$ cat src/rtl/core/noise_sphere_point_mapper_core_macros.svh
// Assertion macros shared by the point mapper RTL.
`ifndef NOISE_SPHERE_POINT_MAPPER_CORE_MACROS_SVH
`define NOISE_SPHERE_POINT_MAPPER_CORE_MACROS_SVH

// Same-cycle implication, off while in reset.
`define NSM_ASSERT_IMP(label, ante, cons, msg) \
  label: assert property (@(posedge clk_i) disable iff (!rst_ni) (ante) |-> (cons)) \
    else $error(msg);

// Next-cycle implication, off while in reset.
`define NSM_ASSERT_NXT(label, ante, cons, msg) \
  label: assert property (@(posedge clk_i) disable iff (!rst_ni) (ante) |=> (cons)) \
    else $error(msg);

`endif

$ cat src/rtl/core/nsm_pkg.sv
// Shared types, constants and table builders for the noise sphere point mapper.
package nsm_pkg;

  localparam int COORD_BITS_DEF = 12;
  localparam int FRAC_BITS_DEF  = 15;

  localparam int BYTE_W  = 8;
  localparam int SCALE_W = 11;
  localparam int MID_W   = 12;
  localparam int VIEW_W  = 2;
  localparam int OFF_W   = 13;   // screen offset, |off| <= 2047

  localparam int QUEUE_DEPTH = 2;

  localparam int APB_AW    = 5;
  localparam int APB_DW    = 32;
  localparam int REG_IDX_W = 3;

  localparam int SIN_ENTRIES  = 129;  // quarter wave, both ends included
  localparam int ROOT_ENTRIES = 256;

  localparam logic [1:0] FILL_PRIMED = 2'd2;
  localparam logic [1:0] FILL_MAX    = 2'd3;

  // projections
  localparam logic [VIEW_W-1:0] VIEW_YZ = 2'd0;
  localparam logic [VIEW_W-1:0] VIEW_XY = 2'd1;
  localparam logic [VIEW_W-1:0] VIEW_ZX = 2'd2;

  // register map
  localparam logic [REG_IDX_W-1:0] REG_SCALE = 3'd0;
  localparam logic [REG_IDX_W-1:0] REG_MID_A = 3'd1;
  localparam logic [REG_IDX_W-1:0] REG_MID_B = 3'd2;
  localparam logic [REG_IDX_W-1:0] REG_MID_C = 3'd3;
  localparam logic [REG_IDX_W-1:0] REG_MID_Y = 3'd4;

  localparam logic [SCALE_W-1:0] SCALE_RST = 11'd106;
  localparam logic [MID_W-1:0]   MID_A_RST = 12'd106;
  localparam logic [MID_W-1:0]   MID_B_RST = 12'd318;
  localparam logic [MID_W-1:0]   MID_C_RST = 12'd530;
  localparam logic [MID_W-1:0]   MID_Y_RST = 12'd240;

  typedef struct packed {
    logic [BYTE_W-1:0] b_old;
    logic [BYTE_W-1:0] b_mid;
    logic [BYTE_W-1:0] b_new;
  } job_t;

  typedef struct packed {
    logic [SCALE_W-1:0] scale;
    logic [MID_W-1:0]   mid_a;
    logic [MID_W-1:0]   mid_b;
    logic [MID_W-1:0]   mid_c;
    logic [MID_W-1:0]   mid_y;
  } cfg_t;

  typedef struct packed {
    logic full;
    logic empty;
  } qstat_t;

  // round(sin(pi*k/256) * 2^frac), evaluated at elaboration
  function automatic int sin_entry(input int k, input int frac);
    real ang;
    ang = 3.14159265358979323846 * real'(k) / 256.0;
    return $rtoi($floor($sin(ang) * (2.0 ** frac) + 0.5));
  endfunction

  // round(sqrt(b/256) * 2^frac): bitwise integer root, then halve with rounding
  function automatic int root_entry(input int b, input int frac);
    logic [63:0] v;
    logic [63:0] res;
    logic [63:0] probe;
    v     = 64'(b) << (2 * frac - 6);
    res   = '0;
    probe = 64'd1 << 62;
    for (int i = 0; i < 32; i++) begin
      if (v >= res + probe) begin
        v   = v - (res + probe);
        res = (res >> 1) + probe;
      end else begin
        res = res >> 1;
      end
      probe = probe >> 2;
    end
    return int'((res + 64'd1) >> 1);
  endfunction

endpackage

$ cat src/rtl/core/nsm_fifo.sv
// Short job queue between the byte front end and the point back end.
`include "noise_sphere_point_mapper_core_macros.svh"

module nsm_fifo import nsm_pkg::*; (
  input  logic   clk_i,
  input  logic   rst_ni,
  input  logic   push_i,
  input  job_t   data_i,
  input  logic   pop_i,
  output job_t   data_o,
  output qstat_t stat_o
);

  localparam int PTR_W = (QUEUE_DEPTH > 1) ? $clog2(QUEUE_DEPTH) : 1;
  localparam int CNT_W = $clog2(QUEUE_DEPTH + 1);

  job_t             mem_q [QUEUE_DEPTH];
  logic [PTR_W-1:0] wr_ptr_q, wr_ptr_d;
  logic [PTR_W-1:0] rd_ptr_q, rd_ptr_d;
  logic [CNT_W-1:0] count_q, count_d;

  function automatic logic [PTR_W-1:0] next_ptr(input logic [PTR_W-1:0] p);
    return (p == PTR_W'(QUEUE_DEPTH - 1)) ? '0 : p + 1'b1;
  endfunction

  always_comb begin
    wr_ptr_d = push_i ? next_ptr(wr_ptr_q) : wr_ptr_q;
    rd_ptr_d = pop_i ? next_ptr(rd_ptr_q) : rd_ptr_q;
    count_d  = count_q;
    if (push_i && !pop_i) begin
      count_d = count_q + 1'b1;
    end else if (pop_i && !push_i) begin
      count_d = count_q - 1'b1;
    end
  end

  always_ff @(posedge clk_i or negedge rst_ni) begin
    if (!rst_ni) begin
      wr_ptr_q <= '0;
      rd_ptr_q <= '0;
      count_q  <= '0;
    end else begin
      wr_ptr_q <= wr_ptr_d;
      rd_ptr_q <= rd_ptr_d;
      count_q  <= count_d;
    end
  end

  always_ff @(posedge clk_i) begin
    if (push_i) begin
      mem_q[wr_ptr_q] <= data_i;
    end
  end

  assign data_o       = mem_q[rd_ptr_q];
  assign stat_o.full  = (count_q == CNT_W'(QUEUE_DEPTH));
  assign stat_o.empty = (count_q == '0);

  `NSM_ASSERT_IMP(a_no_overflow, push_i, !stat_o.full, "job pushed into full queue")
  `NSM_ASSERT_IMP(a_no_underflow, pop_i, !stat_o.empty, "job popped from empty queue")
  `NSM_ASSERT_NXT(a_count_up, push_i && !pop_i, count_q == $past(count_q) + 1'b1, "count lost a push")

endmodule

$ cat config.mk
export PLATFORM = sky130hd
export DESIGN_NAME = nsm_fifo
export DESIGN_NICKNAME = d
export VERILOG_FILES = /design/src/rtl/core/nsm_pkg.sv /design/src/rtl/core/nsm_fifo.sv
export VERILOG_INCLUDE_DIRS = /design/src /design/src/rtl/core
export SDC_FILE = /design/constraint.sdc
export NUM_CORES = 1
export LEC_CHECK = 0
export BUFFER_PORTS_ARGS = -buffer_cell sky130_fd_sc_hd__clkbuf_2
export CAP_MARGIN = 0
export CORE_ASPECT_RATIO = 1.4
export CORE_UTILIZATION = 39
export CTS_BUF_LIST = sky130_fd_sc_hd__clkbuf_8
export DETAILED_ROUTE_END_ITERATION = 7
export GPL_TIMING_DRIVEN = 0
export SLEW_MARGIN = 30
export SYNTH_ARGS = -nofsm -noshare
export SYNTH_HDL_FRONTEND = slang
export SYNTH_SLANG_ARGS = --single-unit
export TNS_END_PERCENT = 10
$ cat constraint.sdc
create_clock -name clk_i -period 2.1 [get_ports clk_i]
set_input_delay 0.63 -clock clk_i [delete_from_list [all_inputs] [get_ports clk_i]]
set_output_delay 0.63 -clock clk_i [all_outputs]
set_load 0.02 [all_outputs]
==> qor.txt <==
Initial Util -> 41.1%
clock transition at the registers of the reported paths -> 80 ps
cts hold-fix bufs -> 0
Synth cell types -> 13
Seq/Total Area, Yosys -> 76.3%
Num CTS Buffers -> 5
share of cells above drive strength 1 -> 59.2%
reg2reg setup slack -> 720 ps
die height -> 87.2 µm
Sum Neg Setup Slack -> 0 ps
Final Setup Violations -> 0
Ports -> 54
final hold violations -> 0
core region area -> 4920 µm²
CTS resizes -> 0
Worst EP required -> 1470 ps
Crit path max-delay family -> buffers and inverters
worst path arrival time -> 1410 ps
CTS root buffer -> clkbuf_8
CP Class -> flop to output port
FP Rows -> 30
FILL cells -> 439
Int Pwr -> 2.21 mW
combinational group share of total power -> 38.8%
die area -> 5480 µm²
crit start category -> flop
RSZ-0062 raised after global routing -> no
Worst Tran Pin Value -> 702 ps
Post CTS Setup Buffer Count -> 0
CTS H-tree depth -> 2
Clock Latency Late Sink -> 290 ps
wire length per cell -> 13.6 µm
synthesized cell area -> 2020 µm²
Worst path max stage delay -> 380 ps
DP Area -> 2370 µm²
Final ANT Viol Nets -> 0
# clock sinks -> 52
CP bufs+invs -> 3
clock power share -> 16.2%
Reg area -> 1540 µm²
Slowest-stage cell, CP -> dfrtp_1
fin crit period -> 2040 ps
number of diodes -> 0
leakage -> 1.02 nW
FF+latch count, synth -> 52
final critical-path share of the clock period -> 97.4%
sw power -> 1.04 mW
nature of the critical path endpoint -> output port
pwr/cell area -> 1320 nW/µm²
Detailed Place HPWL -> 2090 µm
area grow syn2layout -> 21.9%
Peak VDD IR -> 0.653 mV
status -> finished, final reports clean
Pre-antenna DRT Iters -> 2
Synth Warn # -> 0
maximum net fanout on the critical path -> 10
first-pass GRT wire length -> 4710 µm
DRT iter0 DRCs -> 29
Synth Area per Inst -> 22.2 µm²
MaxCap Viol Count -> 0
syn_nets -> 120
gr ovfl total -> 0
cell area after layout -> 2460 µm²
PortBufs -> 53
nets -> 180
vias in the first global route -> 1,054
GPL Wtd Cong -> 0.598
worst min-delay path class -> input port to async pin
drt drc -> 0
sequential share of power -> 45.0%
initial antenna violation count -> 0
fmax -> 489 MHz
Die Width -> 62.8 µm
Rel. slew slack -> 53.1%
largest net degree at the start of global routing -> 25
Synth Instances -> 91
Routed WL -> 2940 µm
Sw Ratio -> 32.1%
DR vias -> 980
via-per-instance ratio -> 4.54
cell breakdown of the critical path -> buf_6, buf_12, mux2_4, clkbuf_2
skew final -> 3.61 ps
Clock Tree Buf Depth -> 2
footprint of the multi-input gates -> 433 µm²
global-route usage over all layers -> 11.7%
CTS tree -> built
pins over their slew limit -> 0
logic make-up (layout without fill, tap and decap cells):
group | count (synthesis) | in the layout | share of synthesized area (%)
DFF | 52 | 52 | 76.3
muxes | 24 | 24 | 16.9
xor gates and xnor gates | 5 | 5 | 2.17
and+or+nand+nor | 5 | 5 | 1.30
buffers and inverters | 4 | 65 | 2.72
adders and majority gates | 1 | 1 | 0.619
per-stage QoR:
step	total power, mW	std cells	utilization, %	hold WS [ps]	setup WS, ps
floorplan	2.44	91	-	334	399
global placement	2.75	208	48.2	436	-75.4
detailed placement	2.78	208	48.3	442	312
CTS	3.32	216	50.1	116	22.4
global route	3.42	216	50.1	116	0.386
finish	3.25	216	50.1	129	55.6
layout make-up:
cell class / count / area share, %
Buffer: 3 / 2.08
Inverter: 1 / 0.152
Multi-Input combinational cell: 35 / 17.6
Clock inverter: 3 / 0.762
Clock buffer: 5 / 2.79
Tap cell: 64 / 3.25
Timing Repair Buffer: 53 / 10.8
Sequential cell: 52 / 62.6
synth_stat cells (all sizes together):
cell | number | area, µm²
ha | 1 | 12.5
edfxtp | 48 | 1440
inv | 1 | 3.75
dfrtp | 4 | 100
mux2 | 24 | 342
and2 | 1 | 6.26
xor2 | 4 | 35.0
nor2b | 2 | 12.5
nor2 | 2 | 7.51
buf | 3 | 51.3
xnor2 | 1 | 8.76
power by group through the flow:
stage	Combinational (mW)	Sequential (mW)	Clock (mW)
after floorplan	0.972	1.46	0
after global placement	1.27	1.47	0
final	1.26	1.46	0.528
after detailed placement	1.29	1.49	0
after CTS	1.30	1.47	0.558
after global routing	1.35	1.48	0.593
registers in the layout, indices dropped and copies added, names as in the netlist:
name / count
count_q: 2
mem_q: 48
rd_ptr_q: 1
wr_ptr_q: 1
cell usage in the layout (no fill, tap or decap), types with 2 or more instances in the layout:
cell type and n:
clkbuf_2 53, edfxtp_1 48, mux2_4 19, mux2_2 5, clkbuf_8 5, xor2_1 4, dfrtp_1 4, buf_12 2
nor2_1 2, clkinv_2 2
worst paths after layout:
check,startpoint,to,depth (start not counted)
setup / recovery,rd_ptr_q,data_o[0],4
hold / removal,rst_ni,count_q[1],1
setup reg to reg,wr_ptr_q,mem_q[0][5],1
hold reg to reg,count_q[1],count_q[1],1
max in group asynchronous,rst_ni,rd_ptr_q,1
min in group clk_i,count_q[1],count_q[1],1
metal layers:
layer / global-route usage, % / routed length (µm) / vias to the layer above / part of all wire (%)
met2: 21.7 / 1650 / 37 / 56
met4: 5.71 / 23 / 0 / 0.78
met3: 3.27 / 184 / 2 / 6.3
li1: - / - / 465 / -
met5: 0 / 0 / - / 0
met1: 11.9 / 1080 / 476 / 37
Power figures use the tool's default switching activity.
