`config.mk`:
```
export PLATFORM = sky130hd
export DESIGN_NAME = nsm_front_flat
export DESIGN_NICKNAME = d
export VERILOG_FILES = /design/src/rtl/core/noise_sphere_point_mapper_core_macros.svh /design/src/rtl/core/nsm_pkg.sv /design/src/rtl/core/nsm_ifs.sv /design/src/rtl/core/nsm_front.sv /design/src/flat_wrapper.sv
export SDC_FILE = /design/constraint.sdc
export NUM_CORES = 1
export LEC_CHECK = 0
export BUFFER_PORTS_ARGS = -buffer_cell sky130_fd_sc_hd__buf_2
export CELL_PAD_IN_SITES_DETAIL_PLACEMENT = 1
export CELL_PAD_IN_SITES_GLOBAL_PLACEMENT = 2
export CORE_MARGIN = 2
export CORE_UTILIZATION = 32
export CTS_BUF_LIST = sky130_fd_sc_hd__clkbuf_4
export CTS_CLUSTER_DIAMETER = 30
export CTS_CLUSTER_SIZE = 16
export DETAILED_ROUTE_END_ITERATION = 7
export HOLD_SLACK_MARGIN = 0.1
export PLACE_DENSITY = 0.95
export SYNTH_ARGS = -nofsm -noshare
export SYNTH_HDL_FRONTEND = slang
export SYNTH_SLANG_ARGS = --single-unit
export TNS_END_PERCENT = 10
```
`constraint.sdc`:
```
create_clock -name clk_i -period 2.23 [get_ports clk_i]
set_input_delay 0.1115 -clock clk_i [delete_from_list [all_inputs] [get_ports clk_i]]
set_output_delay 0.1115 -clock clk_i [all_outputs]
set_load 0.02 [all_outputs]
```
`src/rtl/core/noise_sphere_point_mapper_core_macros.svh`:
```
// Assertion macros shared by the point mapper RTL.
`ifndef NOISE_SPHERE_POINT_MAPPER_CORE_MACROS_SVH
`define NOISE_SPHERE_POINT_MAPPER_CORE_MACROS_SVH

// Same-cycle implication, off while in reset.
`define NSM_ASSERT_IMP(label, ante, cons, msg) \
  label: assert property (@(posedge clk_i) disable iff (!rst_ni) (ante) |-> (cons)) \
    else $error(msg);

// Next-cycle implication, off while in reset.
`define NSM_ASSERT_NXT(label, ante, cons, msg) \
  label: assert property (@(posedge clk_i) disable iff (!rst_ni) (ante) |=> (cons)) \
    else $error(msg);

`endif

```
`src/rtl/core/nsm_pkg.sv`:
```
// Shared types, constants and table builders for the noise sphere point mapper.
package nsm_pkg;

  localparam int COORD_BITS_DEF = 12;
  localparam int FRAC_BITS_DEF  = 15;

  localparam int BYTE_W  = 8;
  localparam int SCALE_W = 11;
  localparam int MID_W   = 12;
  localparam int VIEW_W  = 2;
  localparam int OFF_W   = 13;   // screen offset, |off| <= 2047

  localparam int QUEUE_DEPTH = 2;

  localparam int APB_AW    = 5;
  localparam int APB_DW    = 32;
  localparam int REG_IDX_W = 3;

  localparam int SIN_ENTRIES  = 129;  // quarter wave, both ends included
  localparam int ROOT_ENTRIES = 256;

  localparam logic [1:0] FILL_PRIMED = 2'd2;
  localparam logic [1:0] FILL_MAX    = 2'd3;

  // projections
  localparam logic [VIEW_W-1:0] VIEW_YZ = 2'd0;
  localparam logic [VIEW_W-1:0] VIEW_XY = 2'd1;
  localparam logic [VIEW_W-1:0] VIEW_ZX = 2'd2;

  // register map
  localparam logic [REG_IDX_W-1:0] REG_SCALE = 3'd0;
  localparam logic [REG_IDX_W-1:0] REG_MID_A = 3'd1;
  localparam logic [REG_IDX_W-1:0] REG_MID_B = 3'd2;
  localparam logic [REG_IDX_W-1:0] REG_MID_C = 3'd3;
  localparam logic [REG_IDX_W-1:0] REG_MID_Y = 3'd4;

  localparam logic [SCALE_W-1:0] SCALE_RST = 11'd106;
  localparam logic [MID_W-1:0]   MID_A_RST = 12'd106;
  localparam logic [MID_W-1:0]   MID_B_RST = 12'd318;
  localparam logic [MID_W-1:0]   MID_C_RST = 12'd530;
  localparam logic [MID_W-1:0]   MID_Y_RST = 12'd240;

  typedef struct packed {
    logic [BYTE_W-1:0] b_old;
    logic [BYTE_W-1:0] b_mid;
    logic [BYTE_W-1:0] b_new;
  } job_t;

  typedef struct packed {
    logic [SCALE_W-1:0] scale;
    logic [MID_W-1:0]   mid_a;
    logic [MID_W-1:0]   mid_b;
    logic [MID_W-1:0]   mid_c;
    logic [MID_W-1:0]   mid_y;
  } cfg_t;

  typedef struct packed {
    logic full;
    logic empty;
  } qstat_t;

  // round(sin(pi*k/256) * 2^frac), evaluated at elaboration
  function automatic int sin_entry(input int k, input int frac);
    real ang;
    ang = 3.14159265358979323846 * real'(k) / 256.0;
    return $rtoi($floor($sin(ang) * (2.0 ** frac) + 0.5));
  endfunction

  // round(sqrt(b/256) * 2^frac): bitwise integer root, then halve with rounding
  function automatic int root_entry(input int b, input int frac);
    logic [63:0] v;
    logic [63:0] res;
    logic [63:0] probe;
    v     = 64'(b) << (2 * frac - 6);
    res   = '0;
    probe = 64'd1 << 62;
    for (int i = 0; i < 32; i++) begin
      if (v >= res + probe) begin
        v   = v - (res + probe);
        res = (res >> 1) + probe;
      end else begin
        res = res >> 1;
      end
      probe = probe >> 2;
    end
    return int'((res + 64'd1) >> 1);
  endfunction

endpackage

```
`src/rtl/core/nsm_ifs.sv`:
```
// Valid/ready channel interfaces: byte input and screen point output.
interface nsm_byte_if import nsm_pkg::*; ();
  logic              valid;
  logic              ready;
  logic [BYTE_W-1:0] sample_byte;

  modport source (output valid, output sample_byte, input ready);
  modport sink   (input valid, input sample_byte, output ready);
endinterface


```
`src/rtl/core/nsm_front.sv`:
```
// Byte front end: keeps the byte window and queues one job per primed byte.
module nsm_front import nsm_pkg::*; (
  input  logic            clk_i,
  input  logic            rst_ni,
  nsm_byte_if.sink        byte_if,
  input  qstat_t          qstat_i,
  output logic            push_o,
  output job_t            job_o
);

  logic [1:0]        fill_q, fill_d;
  logic [BYTE_W-1:0] older_q, newer_q;
  logic              primed;
  logic              accept;

  // with two bytes already seen, this byte completes a window
  assign primed = (fill_q >= FILL_PRIMED);

  // fill bytes never need queue space
  assign byte_if.ready = !(primed && qstat_i.full);
  assign accept        = byte_if.valid && byte_if.ready;
  assign push_o        = accept && primed;

  assign job_o.b_old = older_q;
  assign job_o.b_mid = newer_q;
  assign job_o.b_new = byte_if.sample_byte;

  assign fill_d = (accept && fill_q != FILL_MAX) ? fill_q + 1'b1 : fill_q;

  always_ff @(posedge clk_i or negedge rst_ni) begin
    if (!rst_ni) begin
      fill_q  <= '0;
      older_q <= '0;
      newer_q <= '0;
    end else begin
      fill_q <= fill_d;
      if (accept) begin
        older_q <= newer_q;
        newer_q <= byte_if.sample_byte;
      end
    end
  end

endmodule

```
`src/flat_wrapper.sv`:
```
// flat-port wrapper written by rule: the top's interface ports become plain ports
module nsm_front_flat import nsm_pkg::*;
  (clk_i, rst_ni, qstat_i, push_o, job_o, byte_if_valid, byte_if_sample_byte, byte_if_ready);
  nsm_byte_if byte_if_i ();
  input  logic clk_i;
  input  logic rst_ni;
  input  qstat_t qstat_i;
  output logic push_o;
  output job_t job_o;
  input wire logic [$bits(byte_if_i.valid)-1:0] byte_if_valid;
  input wire logic [$bits(byte_if_i.sample_byte)-1:0] byte_if_sample_byte;
  output wire logic [$bits(byte_if_i.ready)-1:0] byte_if_ready;
  assign byte_if_i.valid = byte_if_valid;
  assign byte_if_i.sample_byte = byte_if_sample_byte;
  assign byte_if_ready = byte_if_i.ready;
  nsm_front u_core (.clk_i(clk_i), .rst_ni(rst_ni), .byte_if(byte_if_i), .qstat_i(qstat_i), .push_o(push_o), .job_o(job_o));
endmodule
```
==> results of run 1 <==
==> final timing paths <==
| check | to |
|---|---|
| setup / recovery | u_core.older_q[0]$_DFFE_PN0P_ |
| hold / removal | u_core.fill_q[0]$_DFFE_PN0P_ |
| setup reg to reg | u_core.older_q[0]$_DFFE_PN0P_ |
| hold reg to reg | u_core.older_q[1]$_DFFE_PN0P_ |
| max in group asynchronous | u_core.older_q[2]$_DFFE_PN0P_ |
| min in group asynchronous | u_core.older_q[6]$_DFFE_PN0P_ |
==> cell usage after synthesis <==
cell	instances	share of area, %
nor2_1	1	0.44
ha_1	2	3.0
nor2b_1	1	0.74
xnor2_1	1	1.0
buf_4	8	7.1
mux2_4	10	18
dfrtp_1	18	53
buf_6	1	1.3
nand2b_1	1	0.74
mux2_1	4	5.3
nand2_4	1	1.3
a21oi_1	1	0.59
inv_1	1	0.44
a22o_1	1	1.0
nor3b_1	1	0.89
nand2_1	1	0.44
o21ai_4	1	1.9
mux2_2	2	2.7
==> kinds of logic (layout without fill, tap and decap cells) <==
group                      after synthesis  in the layout  share of synthesized area [%]
and+or+nand+nor                          6              6                           4.59
adders and majority gates                2              2                           2.96
buffers and inverters                   10             51                           8.88
DFF                                     18             18                           53.3
muxes                                   16             16                           25.7
AOI/OAI and AO/OA                        3              3                           3.55
xor gates and xnor gates                 1              1                           1.04
==> metal layers <==
metal  wire length, µm  part of all wire (%)  track usage [%]
met1               704                    42             14.2
met2               815                    49             19.4
met3               125                   7.5             3.51
met4                13                  0.78             5.23
met5                 0                     0                0
==> cell type report <==
type / instances / area share (%)
flip-flops and latches: 18 / 40.4
multi-input cells: 28 / 28.8
repair buffers: 46 / 24.7
well taps: 30 / 3.37
clock buffers: 3 / 2.02
clock inverters: 1 / 0.337
inverters: 1 / 0.337
==> flip-flops by register name (all words and copies together) (netlist names) <==
signal          count
u_core.newer_q      8
u_core.older_q      8
u_core.fill_q       2
==> report_power, final <==
part | internal [mW] | leakage (nW) | total (mW) | switching [mW]
Combinational | 0.324 | 0.344 | 0.685 | 0.362
Clock | 0.0652 | 0.0154 | 0.168 | 0.103
Sequential | 0.471 | 0.210 | 0.575 | 0.104
==> critical path, stage by stage, from the launching register on <==
cell and delay, ps:
dfrtp_1 470, ha_1 270, o21ai_4 180, nand2_4 190, mux2_1 360
==> impl.org, run 1 <==
** Status
- Outcome :: finished, final reports clean

** Timing
- Setup repair after global routing left no endpoint under its margin.
- Tightest Pin Transition :: between 400 and 500 ps
- Period utilisation layout :: ~71%
- Slew margin rel. :: between 70% and 80%
- The number of pins exceeding their max-slew limit in the final report came to 0.
- Minimum period implied by the final worst setup slack :: 1590 ps
- Based on the critical path, the design can be clocked at up to around 0.63 GHz.
- Setup slack on the critical path of the routed design comes to around 640 ps.
- Final hold analysis gives a worst-case slack of around 180 ps.
- Final sum of negative setup slack :: 0 ps
- Max Clock Skew :: roughly 2.7 ps
- Setup violations remaining at the end of the flow were counted as 0.
- The hold violation count in the final report was 0.

** Worst setup path
- Cell depth of the worst flop-to-flop path :: 4
- The worst register-to-register path has a setup slack of 640 ps.
- At the worst endpoint, the required time is between 2000 and 2500 ps.
- The startpoint identified for the worst register-to-register timing path is u_core.fill_q[1]$_DFFE_PN0P_.
- Data on the critical path arrives at its endpoint at 1780 ps.
- Crit Path Category :: register to register
- In this run the worst path has a maximum fanout of 16.
- Sort of element at the start of the critical path :: register
- Capturing element type of the critical path :: register
- The critical path starts at u_core.fill_q[1]$_DFFE_PN0P_.

** CTS
- Clock tree synthesis found a total of 18 sinks.
- TritonCTS created 3 clock buffers.
- Clock Tree Buf Depth :: 2
- Clock tree from TritonCTS :: yes
- Post-CTS Resized :: 0
- Root Driver :: clkbuf_4
- The clock reaches the later pin of the worst-skew pair after 290 ps.
- Buffers inserted during post-CTS setup optimization :: 0
- CTS built an H-tree with a depth of 1.
- After clock tree synthesis, the clock-pin slew on the worst setup and hold paths is about 100 ps.
- The number of hold buffers added after CTS was 9.

** Power
- P_leak :: 0.570 nW
- Dividing total power by cell area gives a power density of between 1000 and 1500 nW/µm².
- IR analysis of the VDD net gives a maximum drop of 0.544 mV.
- Design Power :: between 1 and 1.5 mW

** Placement
- Buffers added on ports :: 37
- Placed Cells incl. Taps :: about 110
- Post-detail-place hpwl :: around 1200 µm
- Last weighted congestion value of the routability-driven placer :: between 0.7 and 0.8
- The placed instances occupy a cell area of around 1000 µm².
- At the placement stage, the worst setup path has a slack of 636 ps.

** Die
- During I/O placement, the number of pins put on the boundary was 39.
- Die footprint :: slightly above 3000 µm²
- The core region is ~2500 µm².
- Initial core utilization :: roughly 34%
- Overall die height :: 55.4 µm
- The die is 55.4 µm wide.
- The floorplan has 18 rows.

** GRT
- Via count of the first global-routing pass :: a little under 600
- Entering global routing, the biggest net connects 19 pins.
- The first global-routing pass estimated 2790 µm of wire.
- Residual overflow from global routing :: 0
- The number of antenna violations at the first check in global routing is 0.
- In the global route stage, overall resource usage came out at 11.8%.

** Synthesis
- After synthesis, flip-flops and latches occupy around 53% of the total area.
- Average cell area after synthesis :: 15.1 µm²
- The number of nets handed over by synthesis was 71.
- The synthesized design contains 18 register bits.
- Post-synth design cell area :: 846 µm²
- Synthesized instance count :: 56
- Synth cell types :: 18
- For this run, the number of Yosys warnings is 0.

** Final layout
- # nets final :: 113
- For this run, the number of standard cells in the final layout without fillers is 127.
- 0 antenna diodes ended up in the layout.
- Compared with the post-synthesis result, the final layout area differs by 31.7%.
- Flip-flop and latch area :: around 450 µm²
- Summing all multi-input logic gate instances after layout gives 320 µm².
- The finished cells cover 1110 µm².
- Counting the fill cells in the layout gives about 280.
- Most common library cell in the layout ignoring fill and taps :: buf_2
- Post-layout utilization of the core :: between 40% and 50%
- Leading cell types in the layout, fill and taps excluded :: 37 x buf_2, 18 x dfrtp_1, 10 x mux2_4
- Fraction of layout instances using a drive strength above 1 :: around 56%

** Route
- Total number of vias :: between 500 and 600
- Dividing the detail-routed via count by the number of cells gives roughly 4.6.
- The final layout contains routed wiring with a total length of ~1700 µm.
- ANT nets after route :: 0
- Remaining routing DRC violations :: 0
- Before antenna repair, the detailed router went through 2 iterations.
- Average wire length per cell after detail routing :: approximately 13 µm
- DRC marker count from the first detailed-route iteration :: 8

** Run
- Max-cap violations in this run came to 0.

** Min path
- Classification of the worst-slack hold path :: input pin to register
- Hold depth :: 4
- In this run the most critical hold path is launched from qstat_i[1].
No activity file was read; power rests on OpenSTA's default activity.
==> inputs of run 2 (changes only) <==
--- a/config.mk
+++ b/config.mk
@@ -9,13 +9,13 @@
 export CELL_PAD_IN_SITES_DETAIL_PLACEMENT = 1
 export CELL_PAD_IN_SITES_GLOBAL_PLACEMENT = 2
 export CORE_MARGIN = 2
-export CORE_UTILIZATION = 32
+export CORE_UTILIZATION = 27
 export CTS_BUF_LIST = sky130_fd_sc_hd__clkbuf_4
 export CTS_CLUSTER_DIAMETER = 30
 export CTS_CLUSTER_SIZE = 16
 export DETAILED_ROUTE_END_ITERATION = 7
 export HOLD_SLACK_MARGIN = 0.1
-export PLACE_DENSITY = 0.95
+export PLACE_DENSITY = 0.86
 export SYNTH_ARGS = -nofsm -noshare
 export SYNTH_HDL_FRONTEND = slang
 export SYNTH_SLANG_ARGS = --single-unit
==> constraint.sdc (replaced) <==
create_clock -name clk_i -period 1.3 [get_ports clk_i]
set_input_delay 0.065 -clock clk_i [delete_from_list [all_inputs] [get_ports clk_i]]
set_output_delay 0.065 -clock clk_i [all_outputs]
set_load 0.02 [all_outputs]
==> run 2 against run 1 <==
Critical endpoint is now u_core.older_q[1]$_DFFE_PN0P_. The flow now finishes with violations (setup timing). Utilization shrank 3.3 points. Fmax grew 8.7%. Clock skew grew 4.3 ps. Sequential power grew 71%. Sequential cell count is the same. Power grew 94%. Critical path depth grew 1. Setup slack lost 800 ps. Clock power grew 79%. Register-to-register slack lost 800 ps. Combinational power grew 120%.
==> impl.org, run 2 (same netlist as run 1, synthesis figures left out) <==
** Status
- Outcome :: complete, but fails checks
- The final reports fail on setup timing.

** Timing
- Fmax :: 0.683 GHz (+8.7%)
- The clock tree skew after final layout is 6.93 ps (+4.26 ps).
- The share of the cycle needed by the critical path after routing is 113% (+41 points).
- Final sum of negative setup slack :: -2660 ps (-2660 ps)
- The hold violation count in the final report was 0 (unchanged).
- Crit path setup slack, layout :: -163 ps (-802 ps)
- Setup repair after global routing could not meet its margin everywhere.
- Minimum period implied by the final worst setup slack :: 1460 ps (-128 ps)
- The transition at the pin with the smallest max-transition slack came to 387 ps (-12.9 ps).
- The worst-case hold slack is 181 ps (-1.67 ps).
- The worst max-slew margin expressed relative to the limit came to 74.2% (+0.86 points).
- The number of pins exceeding their max-slew limit in the final report came to 0 (unchanged).
- The setup violation total in the final timing report is 20 (+20).

** Min path
- Classification of the worst-slack hold path :: input pin to register
- Hold depth :: 3 (-1)
- Worst Hold Endpoint :: u_core.fill_q[1]$_DFFE_PN0P_
- Beginning of the worst hold path :: qstat_i[1]

** Final layout
- Summed area of non-filler cells in the final layout :: 1250 µm² (+12%)
- Compared with the post-synthesis result, the final layout area differs by 47.8%.
- In the final layout, the registers with the most flip-flops are u_core.newer_q (8), u_core.older_q (8), u_core.fill_q (2).
- The number of standard cells in the layout, taps in and fillers out was 149 (+17%).
- Leading cell types in the layout, fill and taps excluded :: 35 x buf_2, 17 x dfrtp_1, 10 x mux2_4
- Leaving out fill and tap cells, the most frequent cell in the layout is buf_2.
- # nets final :: 121 (+7.1%)
- Post-layout utilization of the core :: 41.3% (-3.3 points)
- Fillers :: 324 (+17%)
- The share of cells above drive strength 1 is 66.7% (+11 points).
- The count of antenna diodes in the layout came to 0 (unchanged).

** Die
- Overall die height :: 60.0 µm (+8.2%)
- FP Rows :: 20 (+2)
- Die footprint :: 3600 µm² (+17%)
- I/O pin count :: 39 (unchanged)
- Chip Width :: 60.0 µm (+8.2%)
- Placeable core area :: 3030 µm² (+21%)
- The effective utilization at floorplan came to 27.9% (-5.9 points).

** Route
- The average via count per standard cell was 4.06 (-11%).
- The wire length on met2 is 912 µm (+12%).
- The average wire per cell in the routed design was 12.6 µm (-3.6%).
- ANT nets after route :: 0 (unchanged)
- In this run the top signal layer used is met3.
- Met1 routed wirelength after detailed routing :: 848 µm (+20%)
- The residual DRC count was 0 (unchanged).
- The met3 wirelength from detailed routing is 115 µm (-8.0%).
- The via count was 605 (+4.5%).
- Total wirelength of the detailed-routed design :: 1880 µm (+13%)
- Router iterations before antenna repair :: 4 (+2)
- DRC marker count from the first detailed-route iteration :: 10 (+2)

** Worst setup path
- Cell depth of the worst flop-to-flop path :: 5 (+1)
- Data required time of the worst path :: 1470 ps (-950 ps)
- The worst setup path is launched from a register.
- The worst register-to-register path begins at u_core.fill_q[1]$_DFFE_PN0P_.
- The largest fanout on the critical path is 8 (-8).
- Crit Path Category :: register to register
- The delay of the slowest cell on the worst path was 450 ps (-20 ps).
- Register-to-register path setup slack :: -160 ps (-800 ps)
- Reg-to-Reg End :: u_core.older_q[1]$_DFFE_PN0P_
- The signal on the critical path passes through ha_4 -> o21ai_4 -> buf_4 -> nand2_8 -> mux2_1.
- The largest individual stage delay along the critical path comes from the cell dfrtp_2.
- Arrival @ worst endpoint :: 1630 ps (-150 ps)
- The most critical setup path has its startpoint at u_core.fill_q[1]$_DFFE_PN0P_.
- Capturing element type of the critical path :: register

** Placement
- The cell count after placement is 132 (+16%).
- The final estimated routing congestion in global placement is 0.602 (-15%).
- Placed cell area :: 1060 µm² (+6.1%)
- Buffers added on ports :: 37 (unchanged)
- The estimated wirelength of the detail-placed design is 1260 µm (+3.4%).
- The post-placement setup slack was -162 ps (-797 ps).

** Power
- The final total power is 2.77 mW (+94%).
- P_leak :: 0.617 nW (+8.2%)
- The switching share of power is 38.5% (-1.3 points).
- Clock power share :: 10.8% (-1.0 points)
- The power density of the placed cells was 2220 nW/µm² (+73%).
- Portion of total power attributed to combinational logic :: 53.7% (+5.7 points)
- VDD IR-drop max :: 0.702 mV (+29%)
- The net switching power was 1.07 mW (+88%).
- Int Pwr :: 1.70 mW (+98%)
- Flop pwr share :: 35.5% (-4.8 points)

** GRT
- Via count of the first global-routing pass :: 636 (+9.8%)
- Wire length of the first global-routing pass :: 2940 µm (+5.5%)
- The aggregate global routing overflow was 0 (unchanged).
- The number of antenna violations at the first check in global routing came to 0 (unchanged).
- The maximum number of pins on one net before global-route repair came to 19 (unchanged).
- The overall routing resource usage came to 11.0% (-0.76 points).

** CTS
- TritonCTS built the clock tree.
- The root buffer cell chosen for the clock tree is clkbuf_4.
- The number of clock buffers inserted by TritonCTS was 3 (unchanged).
- The H-tree level count came to 1 (unchanged).
- Clock Tree Buf Depth :: 2 (unchanged)
- The insertion delay of the later-clocked pin in the worst-skew pair is 280 ps (about the same).
- Clock transition at path regs :: 100 ps (about the same)
- The clock sink count was 18 (unchanged).

** Run
- The number of max-capacitance violations reported was 0 (unchanged).
-- run 2: worst max path at each step --
stage	depth (start not counted)	endpoint	slack (ps)
finish	5	u_core.older_q[1]$_DFFE_PN0P_	-160
global route	5	u_core.newer_q[1]$_DFFE_PN0P_	-220
CTS	4	u_core.older_q[1]$_DFFE_PN0P_	-160
detailed placement	4	u_core.older_q[1]$_DFFE_PN0P_	-160
global placement	4	u_core.newer_q[3]$_DFFE_PN0P_	-90
floorplan	5	u_core.newer_q[0]$_DFFE_PN0P_	-260
-- run 2: layer usage --
metal | global-route usage [%] | vias to the layer above
met5 | 0 | -
met4 | 4.44 | 0
met3 | 3.03 | 0
met2 | 18.0 | 25
met1 | 13.7 | 302
li1 | - | 278
-- run 2: repair_timing --
action	in CTS	in global routing
gates cloned	0	1
setup buffers	0	3
pin swaps	2	0
hold buffers	9	0
endpoints found under the hold margin	26	0
gates resized for setup	7	4
endpoints found under the setup margin	19	20
-- run 2: final cells by class --
class,count,area (µm²),area share [%]
tap,44,55.1,4.40
multi-input combinational,29,365,29.2
sequential,18,452,36.1
inverter,1,3.75,0.300
clock buffer,4,30.0,2.40
timing repair buffer,53,344,27.5
-- run 2: power by group through the flow --
stage | Combinational [mW] | Clock, mW | Sequential [mW]
global route | 1.62 | 0.344 | 1.02
CTS | 1.41 | 0.309 | 0.984
finish | 1.49 | 0.300 | 0.982
global placement | 1.28 | 0 | 0.972
detailed placement | 1.32 | 0 | 0.984
floorplan | 0.606 | 0 | 1.26
-- run 2: critical path, delay by kind of cell (launching register included) --
family          cells  cell delay [ps]
flops               1              450
mux                 1              320
fa+ha+maj           1              180
buf+inv             1              160
compound gates      1              150
simple gates        1               90
==> inputs of run 3 (changes only) <==
==> constraint.sdc (replaced) <==
create_clock -name clk_i -period 1.3 [get_ports clk_i]
set_input_delay 0.39 -clock clk_i [delete_from_list [all_inputs] [get_ports clk_i]]
set_output_delay 0.39 -clock clk_i [all_outputs]
set_load 0.02 [all_outputs]
==> run 3 against run 2 <==
Combinational power about the same. Setup slack worse by 190 ps. Register-to-register slack worse by 30 ps. First-iteration DRC count up 60%. The run still ends with setup timing left. Largest power group unchanged. Sequential power down 0.9%. Worst hold slack better by 140 ps. Sequential cell count unchanged. Clock power down 9.0%.
==> impl.org, run 3 (same netlist as run 1, synthesis figures left out) <==
** GRT
- Via count of the first global-routing pass :: 583 (-8.3%)
- The maximum number of pins on one net before global-route repair is 19 (unchanged).
- GRT Overall Usage :: 10.3% (-0.70 points)
- The wire length of the first global-routing pass is 2700 µm (-8.0%).
- Number of antenna violations at the first check in global routing :: 0 (unchanged)
- Residual overflow from global routing :: 0 (unchanged)

** Final layout
- The share of cells above drive strength 1 is 70.5% (+3.9 points).
- Area Growth Syn to Fin :: 36.5%
- The count of filler cells inserted in the layout is 339 (+4.6%).
- Most common library cell in the layout ignoring fill and taps :: buf_2
- # nets final :: 111 (-8.3%)
- In the final layout, the registers with the most flip-flops are u_core.newer_q (8), u_core.older_q (8), u_core.fill_q (2).
- In the layout the commonest cells are 34 x buf_2, 17 x dfrtp_1, 11 x mux2_4.
- Antenna Cells :: 0 (unchanged)
- Summed area of non-filler cells in the final layout :: 1150 µm² (-7.6%)
- Post-layout utilization of the core :: 38.1% (-3.1 points)

** Timing
- Final Hold Slack :: 324 ps (+143 ps)
- Slew margin rel. :: 73.4% (-0.79 points)
- Count of final setup violators :: 20 (unchanged)
- Max Clock Skew :: 3.74 ps (-3.19 ps)
- Fmax :: 0.604 GHz (-12%)
- The transition at the pin with the smallest max-transition slack came to 399 ps (+11.9 ps).
- Final hold violation count :: 0 (unchanged)
- The number of pins exceeding their max-slew limit in the final report is 0 (unchanged).
- Minimum period implied by the final worst setup slack :: 1650 ps (+191 ps)
- The share of the cycle needed by the critical path after routing came to 127% (+15 points).
- Crit path setup slack, layout :: -354 ps (-191 ps)
- Setup repair after global routing could not meet its margin everywhere.

** Placement
- Last weighted congestion value of the routability-driven placer :: 0.647 (+7.5%)
- Buffers added on ports :: 37 (unchanged)
- The estimated wirelength of the detail-placed design is 1280 µm (+1.9%).
- The cell area after placement is 1050 µm² (-0.95%).

** Power
- The leakage component of the power came to 0.577 nW (-6.4%).
- Total power per unit cell area :: 2350 nW/µm² (+5.9%)
- The worst vdd rail ir drop is 0.842 mV (+20%).
- The final total power is 2.71 mW (-2.2%).

** Status
- The run finished, with violations left.
- Failing checks :: setup timing

** CTS
- TritonCTS built the clock tree.
- Clock transition at path regs :: 100 ps (about the same)
- The H-tree level count is 1 (unchanged).
- Later-pin clock latency in the skew report :: 290 ps (about the same)
- The number of clock buffers inserted by TritonCTS was 3 (unchanged).
- Clock Tree Buf Depth :: 2 (unchanged)
- CTS sink cnt :: 18 (unchanged)
- Root Driver :: clkbuf_4

** Route
- The total detailed-routing wirelength was 1720 µm (-8.1%).
- The initial detailed-routing violation count was 16 (+6).
- The residual DRC count was 0 (unchanged).
- The average wire per cell in the routed design was 12.4 µm (-1.5%).
- Via density per instance :: 4.12 (+1.5%)
- The via count is 573 (-5.3%).
- The count of antenna-violating nets left after detailed routing was 0 (unchanged).
- Router iterations before antenna repair :: 2 (-2)

** Die
- Placeable core area :: 3030 µm² (unchanged)
- Overall die height :: 60.0 µm (unchanged)
- The effective utilization at floorplan was 27.9% (unchanged).
- The cell row count is 20 (unchanged).
- I/O pin count :: 39 (unchanged)
- The die area is 3600 µm² (unchanged).
- Chip Width :: 60.0 µm (unchanged)

** Worst setup path
- Crit Path Category :: register to output pin
- Sort of element at the start of the critical path :: register
- Largest fanout on the critical path :: 3 (-5)
- The required arrival time at the worst endpoint is 910 ps (-560 ps).
- Arrival @ worst endpoint :: 1260 ps (-370 ps)
- The slack of the worst reg-to-reg path came to -190 ps (-30 ps).
- Capturing element type of the critical path :: output pin

** Run
- # Max-Cap Violations :: 0 (unchanged)

** Min path
- The tightest min-delay check is of the input pin to register type.
==> run 3: changes by cell type in the layout (fill, tap and decap cells not counted), sizes merged <==
| cell | before | now |
|---|---|---|
| buf | 44 | 43 |
| clkbuf | 4 | 3 |
| clkinv | 0 | 1 |
| dlygate4sd3 | 9 | 1 |
| nand2 | 3 | 2 |
==> run 3: power by group <==
group | switching, mW | internal, mW
clock network | 0.162 | 0.111
registers | 0.162 | 0.812
logic | 0.720 | 0.742
==> run 3: cell type report <==
cell class | instances | area (µm²) | share of cell area, %
Inverter | 1 | 3.75 | 0.325
Clock buffer | 3 | 22.5 | 1.95
Clock inverter | 1 | 3.75 | 0.325
Tap cell | 44 | 55.1 | 4.77
Timing Repair Buffer | 44 | 263 | 22.8
Sequential cell | 18 | 452 | 39.1
Multi-Input combinational cell | 28 | 355 | 30.8
==> run 3: final timing paths <==
kind / from / endpoint / cells after the start
setup / recovery: u_core.fill_q[0]$_DFFE_PN0P_ / push_o / 5
hold / removal: byte_if_sample_byte[3] / u_core.newer_q[3]$_DFFE_PN0P_ / 2
setup reg to reg: u_core.fill_q[1]$_DFFE_PN0P_ / u_core.older_q[0]$_DFFE_PN0P_ / 5
hold reg to reg: u_core.older_q[0]$_DFFE_PN0P_ / u_core.older_q[0]$_DFFE_PN0P_ / 1
max in group asynchronous: rst_ni / u_core.fill_q[1]$_DFFE_PN0P_ / 2
min in group asynchronous: rst_ni / u_core.older_q[2]$_DFFE_PN0P_ / 2
==> run 3: timing repair <==
item                                    CTS  global route
resized for setup                         9             3
buffers inserted                          3             1
hold buffers                              1             0
pin swaps                                 5             1
endpoints found under the hold margin    18             0
endpoints found under the setup margin   20            24
==> run 3: worst max-delay path: stages, from the launching register on <==
cell	delay, ps
dfrtp_1	400
inv_2	70
ha_4	150
nor2_2	40
nor3b_2	160
buf_4	160
==> run 3: metrics by stage <==
stage               setup slack [ps]  std cells  setup TNS, ps
finish                          -354        139          -3610
global route                    -441        139          -4910
CTS                             -399        138          -3580
detailed placement              -184        130          -2730
global placement                -142        130          -2150
floorplan                       -265         56          -3400
==> run 3: layer usage <==
layer | GRT usage (%) | up-vias | part of all wire [%]
li1 | - | 261 | -
met1 | 11.8 | 281 | 39
met2 | 18.2 | 31 | 53
met3 | 4.76 | 0 | 7.9
met4 | 0.952 | 0 | 0
met5 | 0 | - | 0
